**src/sv/i2c_bit_level_master_macros.svh**
```systemverilog
`ifndef I2C_BIT_LEVEL_MASTER_MACROS_SVH
`define I2C_BIT_LEVEL_MASTER_MACROS_SVH

// Same-cycle implication, clocked on clk_i, off while rst_ni is low.
`define I2CM_ASSERT_IMP(lbl, ante, cons, msg) \
  lbl: assert property (@(posedge clk_i) disable iff (!rst_ni) (ante) |-> (cons)) \
    else $error(msg);

// Next-cycle implication, clocked on clk_i, off while rst_ni is low.
`define I2CM_ASSERT_NXT(lbl, ante, cons, msg) \
  lbl: assert property (@(posedge clk_i) disable iff (!rst_ni) (ante) |=> (cons)) \
    else $error(msg);

`endif

```
**src/sv/i2cm_pkg.sv**
```systemverilog
package i2cm_pkg;

  localparam int unsigned TicksW = 16;
  localparam int unsigned PhaseW = 5;
  localparam logic [TicksW-1:0] TicksReset = 16'd10;

  typedef enum logic [2:0] {
    CMD_IDLE  = 3'd0,
    CMD_START = 3'd1,
    CMD_STOP  = 3'd2,
    CMD_SEND  = 3'd3,
    CMD_RECV  = 3'd4,
    CMD_SACK  = 3'd5,
    CMD_RACK  = 3'd6
  } cmd_e;

  typedef struct packed {
    cmd_e              cmd;
    logic [PhaseW-1:0] phase;
    logic [TicksW-1:0] ticks;
    logic [7:0]        shift;
    logic              scl;
    logic              sda;
    logic              ack;
    logic              drive_ack;
    logic [7:0]        read_byte;
  } state_t;

  typedef struct packed {
    logic       scl_level;
    logic       sda_level;
    logic       busy_res;
    logic       done_res;
    logic [7:0] read_byte;
    logic       ack_received;
    logic       rejected;
  } res_t;

  function automatic logic [PhaseW-1:0] seq_len(cmd_e cmd);
    logic [PhaseW-1:0] len;
    unique case (cmd)
      CMD_START: len = 5'd4;
      CMD_STOP:  len = 5'd3;
      CMD_SEND:  len = 5'd24;
      CMD_RECV:  len = 5'd25;
      CMD_SACK:  len = 5'd3;
      CMD_RACK:  len = 5'd4;
      default:   len = 5'd0;
    endcase
    return len;
  endfunction

endpackage

```
**src/sv/i2cm_req_if.sv**
```systemverilog
interface i2cm_req_if;
  logic       valid;
  logic       ready;
  logic [2:0] req_type;
  logic [7:0] data_byte;
  logic       ack_bit;
  logic       sda_in;

  modport source (output valid, req_type, data_byte, ack_bit, sda_in, input ready);
  modport sink (input valid, req_type, data_byte, ack_bit, sda_in, output ready);
endinterface

```
**src/sv/i2cm_res_if.sv**
```systemverilog
interface i2cm_res_if;
  logic       valid;
  logic       ready;
  logic       scl_level;
  logic       sda_level;
  logic       busy_res;
  logic       done_res;
  logic [7:0] read_byte;
  logic       ack_received;
  logic       rejected;

  modport source (output valid, scl_level, sda_level, busy_res, done_res, read_byte,
                  ack_received, rejected, input ready);
  modport sink (input valid, scl_level, sda_level, busy_res, done_res, read_byte,
                ack_received, rejected, output ready);
endinterface

```
**src/sv/i2cm_cfg_if.sv**
```systemverilog
interface i2cm_cfg_if;
  logic        valid;
  logic        ready;
  logic [15:0] phase_ticks;

  modport source (output valid, phase_ticks, input ready);
  modport sink (input valid, phase_ticks, output ready);
endinterface

```
**src/sv/i2cm_step.sv**
```systemverilog
module i2cm_step
  import i2cm_pkg::*;
(
  input  state_t            st_i,
  input  logic [TicksW-1:0] phase_ticks_i,
  input  logic [2:0]        req_type_i,
  input  logic [7:0]        data_byte_i,
  input  logic              ack_bit_i,
  input  logic              sda_in_i,
  output state_t            st_o,
  output logic              done_o,
  output logic              rej_o
);

  function automatic state_t run_phase(state_t s, logic [PhaseW-1:0] p, logic sda);
    state_t            n;
    logic [PhaseW-1:0] v;
    logic [9:0]        prod;
    logic [PhaseW-1:0] q;
    logic [PhaseW-1:0] rem;
    logic [2:0]        bitn;
    n    = s;
    v    = (s.cmd == CMD_RECV) ? p - 5'd1 : p;
    prod = {5'd0, v} * 10'd11;
    q    = prod[9:5];
    rem  = v - 5'(q * 5'd3);
    bitn = q[2:0];
    unique case (s.cmd)
      CMD_START: begin
        unique case (p[1:0])
          2'd0:    n.sda = 1'b1;
          2'd1:    n.scl = 1'b1;
          2'd2:    n.sda = 1'b0;
          default: n.scl = 1'b0;
        endcase
      end
      CMD_STOP: begin
        if (p == 5'd0) n.sda = 1'b0;
        else if (p == 5'd1) n.scl = 1'b1;
        else n.sda = 1'b1;
      end
      CMD_SEND: begin
        if (rem == 5'd0) n.sda = s.shift[3'd7 - bitn];
        else if (rem == 5'd1) n.scl = 1'b1;
        else n.scl = 1'b0;
      end
      CMD_RECV: begin
        if (p == 5'd0) n.sda = 1'b1;
        else if (rem == 5'd0) n.scl = 1'b1;
        else if (rem == 5'd1) n.shift = sda ? (s.shift | (8'h80 >> bitn)) : s.shift;
        else n.scl = 1'b0;
      end
      CMD_SACK: begin
        if (p == 5'd0) n.sda = s.drive_ack;
        else if (p == 5'd1) n.scl = 1'b1;
        else n.scl = 1'b0;
      end
      CMD_RACK: begin
        unique case (p[1:0])
          2'd0:    n.sda = 1'b1;
          2'd1:    n.scl = 1'b1;
          2'd2:    n.ack = sda;
          default: n.scl = 1'b0;
        endcase
      end
      default: n = s;
    endcase
    return n;
  endfunction

  logic [TicksW-1:0] limit;
  logic [TicksW-1:0] tick;
  logic [PhaseW-1:0] ph;
  logic              is_cmd;
  state_t            nx;

  always_comb begin
    limit  = (phase_ticks_i == '0) ? 16'd1 : phase_ticks_i;
    is_cmd = (req_type_i >= CMD_START) && (req_type_i <= CMD_RACK);
    tick   = st_i.ticks + 16'd1;
    ph     = st_i.phase + 5'd1;
    nx     = st_i;
    done_o = 1'b0;
    rej_o  = 1'b0;
    if (st_i.cmd != CMD_IDLE) begin
      rej_o    = is_cmd;
      nx.ticks = tick;
      if (tick >= limit) begin
        nx.ticks = '0;
        nx.phase = ph;
        if (ph >= seq_len(st_i.cmd)) begin
          if (st_i.cmd == CMD_RECV) nx.read_byte = st_i.shift;
          nx.cmd   = CMD_IDLE;
          nx.phase = '0;
          done_o   = 1'b1;
        end else begin
          nx = run_phase(nx, ph, sda_in_i);
        end
      end
    end else if (is_cmd) begin
      nx.cmd   = cmd_e'(req_type_i);
      nx.phase = '0;
      nx.ticks = '0;
      if (nx.cmd == CMD_SEND) nx.shift = data_byte_i;
      else if (nx.cmd == CMD_RECV) nx.shift = 8'h00;
      if (nx.cmd == CMD_SACK) nx.drive_ack = ack_bit_i;
      nx = run_phase(nx, 5'd0, sda_in_i);
    end
    st_o = nx;
  end

endmodule

```
**src/sv/i2cm_outbuf.sv**
```systemverilog
module i2cm_outbuf
  import i2cm_pkg::*;
(
  input  logic        clk_i,
  input  logic        rst_ni,
  input  logic        load_i,
  input  res_t        res_i,
  output logic        full_o,
  i2cm_res_if.source  res_o
);

  logic valid_q;
  res_t data_q;

  always_ff @(posedge clk_i or negedge rst_ni) begin
    if (!rst_ni) begin
      valid_q <= 1'b0;
    end else if (load_i) begin
      valid_q <= 1'b1;
    end else if (res_o.ready) begin
      valid_q <= 1'b0;
    end
  end

  always_ff @(posedge clk_i) begin
    if (load_i) begin
      data_q <= res_i;
    end
  end

  assign full_o             = valid_q;
  assign res_o.valid        = valid_q;
  assign res_o.scl_level    = data_q.scl_level;
  assign res_o.sda_level    = data_q.sda_level;
  assign res_o.busy_res     = data_q.busy_res;
  assign res_o.done_res     = data_q.done_res;
  assign res_o.read_byte    = data_q.read_byte;
  assign res_o.ack_received = data_q.ack_received;
  assign res_o.rejected     = data_q.rejected;

endmodule

```
**src/sv/i2c_bit_level_master.sv**
```systemverilog
// Channel  Dir  Payload                                      Transfer
// req_i    in   req_type, data_byte, ack_bit, sda_in         valid & ready
// res_o    out  scl/sda levels, busy, done, read_byte, ack,  valid & ready
//               rejected
// cfg_i    in   phase_ticks                                  valid & ready
//
// One request per cycle while res_o is not stalled; its result is registered and shows in the next cycle.
// The line-phase step logic sits between the state registers and the result
// register, so throughput is set only by res_o stalls.
// A stalled result holds; req_i.ready stays high while res_o drains that cycle.
// Reset: idle, SCL and SDA released, phase_ticks 10, no result pending.
`include "i2c_bit_level_master_macros.svh"

module i2c_bit_level_master
  import i2cm_pkg::*;
(
  input  logic       clk_i,
  input  logic       rst_ni,
  i2cm_req_if.sink   req_i,
  i2cm_cfg_if.sink   cfg_i,
  i2cm_res_if.source res_o
);

  state_t            st_q, st_d;
  logic [TicksW-1:0] phase_ticks_q;
  logic              full;
  logic              accept;
  logic              done;
  logic              rej;
  res_t              res_d;

  assign req_i.ready = !full || res_o.ready;
  assign cfg_i.ready = 1'b1;
  assign accept      = req_i.valid && req_i.ready;

  i2cm_step u_step (
    .st_i          (st_q),
    .phase_ticks_i (phase_ticks_q),
    .req_type_i    (req_i.req_type),
    .data_byte_i   (req_i.data_byte),
    .ack_bit_i     (req_i.ack_bit),
    .sda_in_i      (req_i.sda_in),
    .st_o          (st_d),
    .done_o        (done),
    .rej_o         (rej)
  );

  always_comb begin
    res_d.scl_level    = st_d.scl;
    res_d.sda_level    = st_d.sda;
    res_d.busy_res     = (st_d.cmd != CMD_IDLE);
    res_d.done_res     = done;
    res_d.read_byte    = st_d.read_byte;
    res_d.ack_received = st_d.ack;
    res_d.rejected     = rej;
  end

  always_ff @(posedge clk_i or negedge rst_ni) begin
    if (!rst_ni) begin
      st_q.cmd       <= CMD_IDLE;
      st_q.phase     <= '0;
      st_q.ticks     <= '0;
      st_q.shift     <= '0;
      st_q.scl       <= 1'b1;
      st_q.sda       <= 1'b1;
      st_q.ack       <= 1'b1;
      st_q.drive_ack <= 1'b0;
      st_q.read_byte <= '0;
    end else if (accept) begin
      st_q <= st_d;
    end
  end

  always_ff @(posedge clk_i or negedge rst_ni) begin
    if (!rst_ni) begin
      phase_ticks_q <= TicksReset;
    end else if (cfg_i.valid && cfg_i.ready) begin
      phase_ticks_q <= cfg_i.phase_ticks;
    end
  end

  i2cm_outbuf u_outbuf (
    .clk_i  (clk_i),
    .rst_ni (rst_ni),
    .load_i (accept),
    .res_i  (res_d),
    .full_o (full),
    .res_o  (res_o)
  );

  `I2CM_ASSERT_IMP(a_idle_clean, st_q.cmd == CMD_IDLE, st_q.phase == '0 && st_q.ticks == '0, "idle with phase or ticks set")
  `I2CM_ASSERT_IMP(a_phase_range, st_q.cmd != CMD_IDLE, st_q.phase < seq_len(st_q.cmd), "phase beyond command length")
  `I2CM_ASSERT_NXT(a_accept_result, accept, res_o.valid, "accepted request left no result")

endmodule

```
**src/flat_wrapper.sv**
```systemverilog
// flat-port wrapper written by rule: the top's interface ports become plain ports
module i2c_bit_level_master_flat import i2cm_pkg::*;
  (clk_i, rst_ni, req_i_valid, req_i_req_type, req_i_data_byte, req_i_ack_bit, req_i_sda_in, req_i_ready, cfg_i_valid, cfg_i_phase_ticks, cfg_i_ready, res_o_valid, res_o_scl_level, res_o_sda_level, res_o_busy_res, res_o_done_res, res_o_read_byte, res_o_ack_received, res_o_rejected, res_o_ready);
  i2cm_req_if req_i_i ();
  i2cm_cfg_if cfg_i_i ();
  i2cm_res_if res_o_i ();
  input  logic clk_i;
  input  logic rst_ni;
  input wire logic [$bits(req_i_i.valid)-1:0] req_i_valid;
  input wire logic [$bits(req_i_i.req_type)-1:0] req_i_req_type;
  input wire logic [$bits(req_i_i.data_byte)-1:0] req_i_data_byte;
  input wire logic [$bits(req_i_i.ack_bit)-1:0] req_i_ack_bit;
  input wire logic [$bits(req_i_i.sda_in)-1:0] req_i_sda_in;
  output wire logic [$bits(req_i_i.ready)-1:0] req_i_ready;
  input wire logic [$bits(cfg_i_i.valid)-1:0] cfg_i_valid;
  input wire logic [$bits(cfg_i_i.phase_ticks)-1:0] cfg_i_phase_ticks;
  output wire logic [$bits(cfg_i_i.ready)-1:0] cfg_i_ready;
  output wire logic [$bits(res_o_i.valid)-1:0] res_o_valid;
  output wire logic [$bits(res_o_i.scl_level)-1:0] res_o_scl_level;
  output wire logic [$bits(res_o_i.sda_level)-1:0] res_o_sda_level;
  output wire logic [$bits(res_o_i.busy_res)-1:0] res_o_busy_res;
  output wire logic [$bits(res_o_i.done_res)-1:0] res_o_done_res;
  output wire logic [$bits(res_o_i.read_byte)-1:0] res_o_read_byte;
  output wire logic [$bits(res_o_i.ack_received)-1:0] res_o_ack_received;
  output wire logic [$bits(res_o_i.rejected)-1:0] res_o_rejected;
  input wire logic [$bits(res_o_i.ready)-1:0] res_o_ready;
  assign req_i_i.valid = req_i_valid;
  assign req_i_i.req_type = req_i_req_type;
  assign req_i_i.data_byte = req_i_data_byte;
  assign req_i_i.ack_bit = req_i_ack_bit;
  assign req_i_i.sda_in = req_i_sda_in;
  assign req_i_ready = req_i_i.ready;
  assign cfg_i_i.valid = cfg_i_valid;
  assign cfg_i_i.phase_ticks = cfg_i_phase_ticks;
  assign cfg_i_ready = cfg_i_i.ready;
  assign res_o_valid = res_o_i.valid;
  assign res_o_scl_level = res_o_i.scl_level;
  assign res_o_sda_level = res_o_i.sda_level;
  assign res_o_busy_res = res_o_i.busy_res;
  assign res_o_done_res = res_o_i.done_res;
  assign res_o_read_byte = res_o_i.read_byte;
  assign res_o_ack_received = res_o_i.ack_received;
  assign res_o_rejected = res_o_i.rejected;
  assign res_o_i.ready = res_o_ready;
  i2c_bit_level_master u_core (.clk_i(clk_i), .rst_ni(rst_ni), .req_i(req_i_i), .cfg_i(cfg_i_i), .res_o(res_o_i));
endmodule
```
**config.mk**
```make
export PLATFORM = sky130hd
export DESIGN_NAME = i2c_bit_level_master_flat
export DESIGN_NICKNAME = d
export VERILOG_FILES = /design/src/sv/i2cm_pkg.sv /design/src/sv/i2cm_req_if.sv /design/src/sv/i2cm_res_if.sv /design/src/sv/i2cm_cfg_if.sv /design/src/sv/i2cm_step.sv /design/src/sv/i2cm_outbuf.sv /design/src/sv/i2c_bit_level_master.sv /design/src/flat_wrapper.sv
export VERILOG_INCLUDE_DIRS = /design/src /design/src/sv
export SDC_FILE = /design/constraint.sdc
export NUM_CORES = 1
export LEC_CHECK = 0
export ABC_AREA = 1
export BUFFER_PORTS_ARGS = -buffer_cell sky130_fd_sc_hd__buf_2
export CAP_MARGIN = 40
export CORE_MARGIN = 5
export CORE_UTILIZATION = 40
export DETAILED_ROUTE_END_ITERATION = 8
export PLACE_DENSITY = 0.6
export SYNTH_ARGS = -nofsm -noshare
export SYNTH_HDL_FRONTEND = slang
export SYNTH_SLANG_ARGS = --single-unit
```
**constraint.sdc**
```tcl
create_clock -name clk_i -period 6.7 [get_ports clk_i]
set_input_delay 1.34 -clock clk_i [delete_from_list [all_inputs] [get_ports clk_i]]
set_output_delay 1.34 -clock clk_i [all_outputs]
set_load 0.005 [all_outputs]
```
==> results of run 1 <==
[placed cells by master, fill, tap and decap left out, types with 3 or more instances in the layout]
cell | synthesis | final
a21oi_1 | 20 | 20
o22ai_1 | 14 | 14
o21ai_2 | 6 | 6
xor2_1 | 13 | 12
nand3_1 | 46 | 46
nand4_1 | 12 | 12
buf_2 | 1 | 49
o21ai_0 | 72 | 72
inv_2 | 8 | 8
ha_1 | 42 | 42
nand3_2 | 3 | 3
nand2_2 | 19 | 19
nor3_1 | 10 | 10
nand2_1 | 147 | 147
edfxtp_1 | 14 | 14
clkbuf_16 | 0 | 9
a22oi_1 | 6 | 6
dfstp_2 | 5 | 5
nand2_4 | 3 | 3
nor2_1 | 39 | 39
dfrtp_1 | 56 | 56
inv_1 | 115 | 115
[worst register-to-register path: cells and delay by family (launching register included)]
family / cells / cell delay [ns]
AO/OA/AOI/OAI: 5 / 0.79
XOR/XNOR: 4 / 0.81
adder cells (fa/ha/maj): 6 / 1.68
flip-flops: 1 / 0.57
AND/OR/NAND/NOR: 15 / 1.82
buffers and inverters: 4 / 0.31
[flip-flops by register name, summed over array words and instances, names as in the netlist]
signal / flops
u_core.st_q: 44
u_core.phase_ticks_q: 16
u_core.u_outbuf.res_o.read_byte: 8
u_core.u_outbuf.full_o: 1
u_core.u_outbuf.res_o.ack_received: 1
u_core.u_outbuf.res_o.busy_res: 1
u_core.u_outbuf.res_o.done_res: 1
u_core.u_outbuf.res_o.rejected: 1
u_core.u_outbuf.res_o.scl_level: 1
u_core.u_outbuf.res_o.sda_level: 1
[cell type report]
cell class,instances,area (µm²),share of cell area [%]
Sequential cell,75,1950,32.4
Clock buffer,10,229,3.80
Inverter,125,469,7.78
Timing Repair Buffer,52,288,4.77
Multi-Input combinational cell,483,2810,46.6
Tap cell,176,220,3.65
Clock inverter,6,65.1,1.08
[stage by stage]
step	area (µm²)	total power [mW]
after floorplan	5280	1.39
after detailed placement	5730	1.65
after global placement	5700	1.61
final	6030	2.13
after CTS	6030	2.13
after global routing	6030	2.29
[routing by layer]
metal	global-route usage [%]	vias up	wire, µm
li1	-	2389	-
met1	22.8	2172	6350
met2	25.0	72	5580
met3	2.70	8	415
met4	4.02	0	145
met5	0	-	0
[synthesized netlist by cell type (all sizes together)]
cell	number	area share, %
a211oi	2	0.28
a21o	1	0.14
a21oi	20	1.9
a221oi	1	0.17
a22oi	6	0.85
a32oi	1	0.17
buf	4	0.59
clkbuf	7	0.50
clkinv	2	0.14
conb	1	0.071
dfrtp	56	27
dfstp	5	2.5
edfxtp	14	8.0
fa	2	0.76
ha	42	10
inv	123	8.7
mux2	1	0.21
mux2i	2	0.38
nand2	169	13
nand3	49	4.9
nand3b	1	0.38
nand4	12	1.4
nor2	43	3.4
nor3	11	1.1
nor3b	1	0.14
nor4	1	0.12
o2111ai	1	0.17
o211ai	1	0.14
o21a	1	0.14
o21ai	80	8.0
o21bai	2	0.28
o22ai	14	1.7
o31ai	1	0.14
o41ai	1	0.17
or2	1	0.12
or3	1	0.12
xnor2	1	0.17
xor2	13	2.2
[worst max path at each step]
stage	depth (start not counted)	endpoint
5_1_grt	34	u_core.st_q[12]
3_5_place_dp	34	u_core.st_q[12]
4_1_cts	34	u_core.st_q[12]
2_1_floorplan	32	u_core.st_q[14]
3_3_place_gp	32	u_core.st_q[13]
6_report	34	u_core.st_q[12]
[logic make-up after synthesis]
group / after synthesis / share of synthesized area (%)
AO/OA/AOI/OAI: 132 / 14.2
XOR/XNOR: 14 / 2.32
adder cells (fa/ha/maj): 44 / 10.7
buffers and inverters: 136 / 9.97
flip-flops: 75 / 37.0
multiplexers: 3 / 0.592
other: 1 / 0.0710
AND/OR/NAND/NOR: 289 / 25.1
[power breakdown]
part	internal [mW]	switching [mW]
combinational	0.348	0.631
clock	0.289	0.187
sequential	0.583	0.0884
total	1.22	0.907
[repair_timing]
| action | in CTS | in global routing |
|---|---|---|
| hold buffers | 0 | 0 |
| endpoints found under the setup margin | 0 | 3 |
| hold endpoints to repair | 0 | 0 |
| resized for setup | 0 | 1 |
==> metrics.txt, run 1 <==
Worst R2R Start=u_core.st_q[36]; Hold WC Path Type=flip-flop to flip-flop; Final Critical Period=6.11 ns; hold_ws=0.502 ns; depth of the CTS H-tree=3; die footprint=0.0156 mm²; Synth Warn #=0; IO Pins=51; Hold Path Depth=2; DR DRC count=0; Remaining Overflow, GRT=0; Longest Clk Path Bufs=2; Worst path top cell family by delay=simple AND/OR/NAND/NOR gates; nets=824; Setup WS pre-CTS=0.566 ns; pin count of the biggest net entering global routing=62; CTS tree=done; Post-Synthesis Cells=694; Synth Cell Area=0.00528 mm²; total CTS buffers=9; Starting Density=40.4%; I/O Buffers=49; max-capacitance violation count=0; slew margin rel.=39.6%; Clk Latency, worst-skew pair=0.33 ns; Startpoint Class=flip-flop; CP Capture Type=flip-flop; final hold vios=0; Placer Congestion=0.906; WL final=12500 µm; placed cells=911; die height=125 µm; via density per instance=5.01; f_max=164 MHz; Static Leak=3.04 nW; Tcrit/Tclk final=91.3%; antenna cell count=0; Final WS setup=0.585 ns; crit path DAT=6.33 ns; peak supply drop=147 µV; global-route usage over all layers=15.9%; DPL Wire Length=9940 µm; Req. time, crit path=6.91 ns; clk root buf=clkbuf_16; RSZ-0062 raised after global routing=no; CP peak stage delay=0.57 ns; Worst-path clk slew=0.06 ns; area delta synth->final=14.2%; fin cells=927; Post-CTS Setup Bufs=0; Final Max Tran Viols=0; FILL cells=1298; CP max FO=12; Final setup viols=0; WL/cell=13.5 µm; worst reg-to-reg setup slack=0.59 ns; Die Span X=125 µm; initial antenna violation count=0; Worst R2R End=u_core.st_q[12]; most used cell, CP=ha_1; sequential cell area fraction in the yosys report=37.0%; Hold Path End=u_core.st_q[9]; Avg Inst Size Synth=7.61 µm²; core box area=0.0131 mm²; Via Count=4641; TritonRoute pass-1 iters=5; #FFs+latches synth=75; drt initial violations=328; setup_tns=0 ns; vias in the first global route=4359; synthesized net count=772; Cell variety after synth=49; Worst Tran Pin Value=0.903 ns; layout cells sized above 1=16.0%; hold_sp=u_core.st_q[9]; clock skew=0.00822 ns; Pwr per Cell Area=353 mW/mm²; Util after Layout=46.1%; WS Path Type=flip-flop to flip-flop; WP buf/inv=4; Max stage delay cell, worst path=dfrtp_1; first-pass GRT wire length=20700 µm; Row Count=42; clock sink count=75; r2r worst-path depth=34; outcome=completed; crit path from=u_core.st_q[36]; ANT nets after route=0
Power figures use the tool's default switching activity.
==> run 2: changes to the inputs <==
- CORE_UTILIZATION: 40 -> 60
- PLACE_DENSITY: 0.6 -> 0.83
==> run 2 against run 1 <==
Effect of this change: via count is 2.6% higher; flip-flop and latch count stayed put; total power shrank 4.0%; final cell count down 7.3%; register-to-register slack about the same; largest power group unchanged; highest routed layer unchanged.
==> metrics.txt, run 2 (synthesis results as in run 1) <==
Worst R2R Start=u_core.st_q[36]; Longest Clk Path Bufs=2 (unchanged); CP max FO=12 (unchanged); ANT nets after route=0 (unchanged); Hold WC Path Type=flip-flop to flip-flop; Row Count=34 (-19%); Worst-path clk slew=0.08 ns (+0.02 ns); r2r worst-path depth=34 (unchanged); IO Pins=51 (unchanged); Final Critical Period=6.11 ns (-0.00772 ns); Worst R2R End=u_core.st_q[12]; hold_sp=u_core.st_q[11]; Worst Tran Pin Value=0.853 ns (-0.0496 ns); peak supply drop=227 µV (+54%); Final Max Tran Viols=0 (unchanged); DR DRC count=0 (unchanged); TritonRoute pass-1 iters=5 (unchanged); Worst Setup EP=u_core.st_q[12]; final instance area=0.00588 mm² (-2.6%); core box area=0.00864 mm² (-34%); Max stage delay cell, worst path=dfrtp_1; total CTS buffers=9 (unchanged); antenna cell count=0 (unchanged); most frequent cells in the layout=nand2_1, inv_1, o21ai_0; initial antenna violation count=0 (unchanged); Clk Latency, worst-skew pair=0.36 ns (+0.03 ns); slew margin rel.=42.9% (+3.3 points); I/O Buffers=49 (unchanged); Pwr per Cell Area=348 mW/mm² (-1.4%); clk root buf=clkbuf_8; DPL Wire Length=9540 µm (-4.1%); area post-placement=0.00565 mm² (-1.5%); setup_tns=0 ns (unchanged); Post-CTS Setup Bufs=0 (unchanged); crit path from=u_core.st_q[36]; Starting Density=61.2% (+21 points); nets=824 (unchanged); clock skew=0.0112 ns (+0.00301 ns); Tcrit/Tclk final=91.2% (-0.12 points); Final WS setup=0.593 ns (+0.00772 ns); f_max=164 MHz (+0.13%); vias in the first global route=4577 (+5.0%); worst reg-to-reg setup slack=0.59 ns (about the same); area delta synth->final=11.3%; via density per instance=5.54 (+11%); clock sink count=75 (unchanged); max-capacitance violation count=0 (unchanged); Largest regs=u_core.st_q (44), u_core.phase_ticks_q (16), u_core.u_outbuf.res_o.read_byte (8); CTS tree=done; final hold vios=0 (unchanged); Static Leak=3.00 nW (-1.1%); layout cells sized above 1=16.1% (+0.13 points); hold-fix buffers at CTS=0 (unchanged); Placer Congestion=0.929 (+2.5%); RSZ-0062 raised after global routing=no; Setup WS pre-CTS=0.559 ns (-0.00643 ns); depth of the CTS H-tree=3 (unchanged); global-route usage over all layers=22.7% (+6.9 points); Post-CTS Resized=0 (unchanged); CP peak stage delay=0.57 ns (about the same); drt initial violations=394 (+20%); Req. time, crit path=6.94 ns (+0.03 ns); Remaining Overflow, GRT=0 (unchanged); die footprint=0.0108 mm² (-31%); crit path DAT=6.35 ns (+0.02 ns); outcome=completed; die height=104 µm (-17%); WL/cell=14.2 µm (+5.6%); WS Path Type=flip-flop to flip-flop; max FFs per register=44 (unchanged); most used cell, CP=ha_1; most flop-heavy register=u_core.st_q; Die Span X=104 µm (-17%); pin count of the biggest net entering global routing=62 (unchanged); first-pass GRT wire length=20800 µm (+0.43%); most common cell after layout, fill and taps aside=nand2_1; CP Capture Type=flip-flop; Via Count=4761 (+2.6%); Startpoint Class=flip-flop; WL final=12200 µm (-2.1%); Final setup viols=0 (unchanged)
## run 2: per-layer routing
layer | GRT usage, % | part of all wire (%) | vias up
met4 | 7.40 | 1.6 | 0
met3 | 4.91 | 4.7 | 21
met1 | 28.1 | 43 | 2211
met5 | 0 | 0 | -
met2 | 39.4 | 51 | 142
li1 | - | - | 2387
## run 2: cell type report
type                            instances  area [µm²]
Multi-Input combinational cell        483        2810
Tap cell                              108         135
Timing Repair Buffer                   52         288
Fill cell                             726        2760
Sequential cell                        75        1950
Clock buffer                            9         124
Inverter                              125         469
Clock inverter                          7        98.8
## run 2: worst min path at each step
stage	end	cells after the start
2_1_floorplan	u_core.st_q[11]	2
3_3_place_gp	u_core.st_q[9]	2
3_5_place_dp	u_core.st_q[9]	2
4_1_cts	u_core.st_q[9]	2
5_1_grt	u_core.st_q[11]	2
6_report	u_core.st_q[11]	2
## run 2: per-stage QoR
| stage | hold WS [ns] | std cells | utilization (%) | total power, mW |
|---|---|---|---|---|
| final | 0.508 | 859 | 68.1 | 2.04 |
| after global routing | 0.524 | 859 | 68.1 | 2.21 |
| after CTS | 0.507 | 859 | 68.0 | 2.04 |
| after detailed placement | 0.492 | 843 | 65.4 | 1.64 |
| after global placement | 0.487 | 841 | 65.0 | 1.60 |
| after floorplan | 0.463 | 694 | - | 1.39 |
## run 2: critical path, delay by kind of cell (launching register included)
kind | cells | cell delay, ns
simple gates | 15 | 1.81
fa+ha+maj | 6 | 1.68
xor+xnor | 4 | 0.81
compound gates | 5 | 0.77
flops | 1 | 0.57
buf+inv | 4 | 0.31
## run 2: where the power goes
group          leakage, nW  internal, mW  total [mW]  switching [mW]
registers            0.927         0.582       0.672          0.0906
logic                 1.97         0.345       0.972           0.627
clock network        0.110         0.212       0.398           0.186
==> run 3: changes to the inputs <==
- CORE_MARGIN: 5 -> unset
- clock period: 6.7 -> 7.4 ns (I/O delays scaled with it)
==> run 3 against run 2 <==
Effect of this change: flip-flop and latch count did not move; die area fell by 15%; sequential share of layout area rose by 0.11 points; critical path depth did not move; register-to-register slack improved by 0.59 ns; combinational power fell by 9.0%; wire length rose by 1.6%; non-clock buffer count rose by 1; via count rose by 1.3%; clock skew rose by 0.0033 ns; largest cell class unchanged.
==> metrics.txt, run 3 (synthesis results as in run 1) <==
nets=825 (+0.12%); Worst Tran Pin Value=0.783 ns (-0.0697 ns); Post-CTS Resized=0 (unchanged); Hold Path Depth=2 (unchanged); Placer Congestion=0.984 (+5.9%); clock skew=0.0146 ns (+0.00333 ns); RSZ-0062 raised after global routing=no; total CTS buffers=9 (unchanged); drt initial violations=279 (-29%); die height=95.8 µm (-7.7%); via density per instance=5.63 (+1.6%); r2r worst-path depth=34 (unchanged); setup_tns=0 ns (unchanged); Remaining Overflow, GRT=0 (unchanged); Static Leak=3.00 nW (-0.18%); CTS tree=done; Row Count=33 (-2.9%); most used cell, CP=ha_1; most frequent cells in the layout=nand2_1, inv_1, o21ai_0; CP max FO=12 (unchanged); depth of the CTS H-tree=3 (unchanged); pin count of the biggest net entering global routing=62 (unchanged); Worst R2R End=u_core.st_q[12]; Final setup viols=0 (unchanged); Tcrit/Tclk final=84.0% (-7.2 points); Worst R2R Start=u_core.st_q[36]; ANT nets after route=0 (unchanged); clk root buf=clkbuf_8; crit path DAT=6.45 ns (+0.10 ns); hold-fix buffers at CTS=0 (unchanged); f_max=161 MHz (-1.7%); Final Critical Period=6.22 ns (+0.108 ns); most common cell after layout, fill and taps aside=nand2_1; Max stage delay cell, worst path=dfrtp_1; Longest Clk Path Bufs=2 (unchanged); WL/cell=14.5 µm (+1.9%); clock sink count=75 (unchanged); peak supply drop=241 µV (+6.0%); layout cells sized above 1=16.1% (-0.021 points); global-route usage over all layers=29.0% (+6.2 points); I/O Buffers=49 (unchanged); die footprint=0.00918 mm² (-15%); most flop-heavy register=u_core.st_q; Pwr Total=1.83 mW (-10%); DPL Wire Length=9700 µm (+1.7%); FILL cells=686 (-5.5%); first-pass GRT wire length=20300 µm (-2.8%); area delta synth->final=10.9%; CP peak stage delay=0.59 ns (+0.02 ns); Die Span X=95.8 µm (-7.7%); WS Path Type=flip-flop to flip-flop; max-capacitance violation count=0 (unchanged); Final Max Tran Viols=0 (unchanged); vias in the first global route=4504 (-1.6%); IO Pins=51 (unchanged); DR DRC count=0 (unchanged); WL final=12400 µm (+1.6%); Startpoint Class=flip-flop; Clk Latency, worst-skew pair=0.36 ns (about the same); TritonRoute pass-1 iters=6 (+1); Starting Density=63.0% (+1.9 points); worst reg-to-reg setup slack=1.18 ns (+0.59 ns); Via Count=4824 (+1.3%); Post-CTS Setup Bufs=0 (unchanged); Hold WC Path Type=flip-flop to flip-flop; final hold vios=0 (unchanged); Worst-path clk slew=0.09 ns (about the same); antenna cell count=0 (unchanged); Hold Path End=u_core.st_q[10]; hold_sp=u_core.st_q[10]; CP Capture Type=flip-flop; outcome=completed; Req. time, crit path=7.64 ns (+0.70 ns); max FFs per register=44 (unchanged); slew margin rel.=47.8% (+4.9 points); core box area=0.00838 mm² (-2.9%); Pwr per Cell Area=312 mW/mm² (-10%); Largest regs=u_core.st_q (44), u_core.phase_ticks_q (16), u_core.u_outbuf.res_o.read_byte (8); initial antenna violation count=0 (unchanged)
[run 3: routing by layer]
layer	track usage (%)	wire, µm	up-vias
li1	-	-	2393
met1	33.1	5240	2244
met2	52.7	6400	156
met3	5.61	485	31
met4	12.1	309	0
met5	0	0	-
[run 3: layout make-up]
type	instances	area [µm²]	area share, %
flip-flops and latches	75	1950	33.3
repair buffers	53	295	5.04
clock buffers	9	124	2.11
well taps	105	131	2.24
multi-input cells	483	2800	47.8
clock inverters	7	82.6	1.41
inverters	125	469	8.01
[run 3: how the worst max path moves through the flow]
stage | startpoint | end | slack [ns] | cells past startpoint
finish | u_core.st_q[36] | u_core.st_q[12] | 1.18 | 34
CTS | u_core.st_q[36] | u_core.st_q[12] | 1.15 | 34
global route | u_core.st_q[36] | u_core.st_q[13] | 0.63 | 35
detailed placement | u_core.st_q[36] | u_core.st_q[12] | 1.18 | 34
global placement | u_core.st_q[36] | u_core.st_q[12] | 1.44 | 32
floorplan | u_core.st_q[36] | u_core.st_q[14] | 1.87 | 32
[run 3: critical path: cells and delay by family (launching register included)]
family / cells / cell delay [ns]
adder cells (fa/ha/maj): 6 / 1.69
buffers and inverters: 4 / 0.32
AO/OA/AOI/OAI: 5 / 0.78
XOR/XNOR: 4 / 0.92
AND/OR/NAND/NOR: 15 / 1.77
flip-flops: 1 / 0.59
[run 3: stage by stage]
stage	hold slack (ns)	worst slack, ns	std cells	util, %	area (µm²)
floorplan	0.463	1.87	694	-	5280
global placement	0.491	1.44	838	66.9	5610
detailed placement	0.495	1.18	841	67.4	5650
CTS	0.509	1.15	857	69.9	5860
global route	0.516	0.634	857	69.9	5860
finish	0.507	1.18	857	69.9	5860
[run 3: power breakdown]
part           internal (mW)  leakage, nW  switching [mW]
clock network          0.162       0.0988           0.175
registers              0.526        0.927          0.0812
logic                  0.313         1.97           0.572
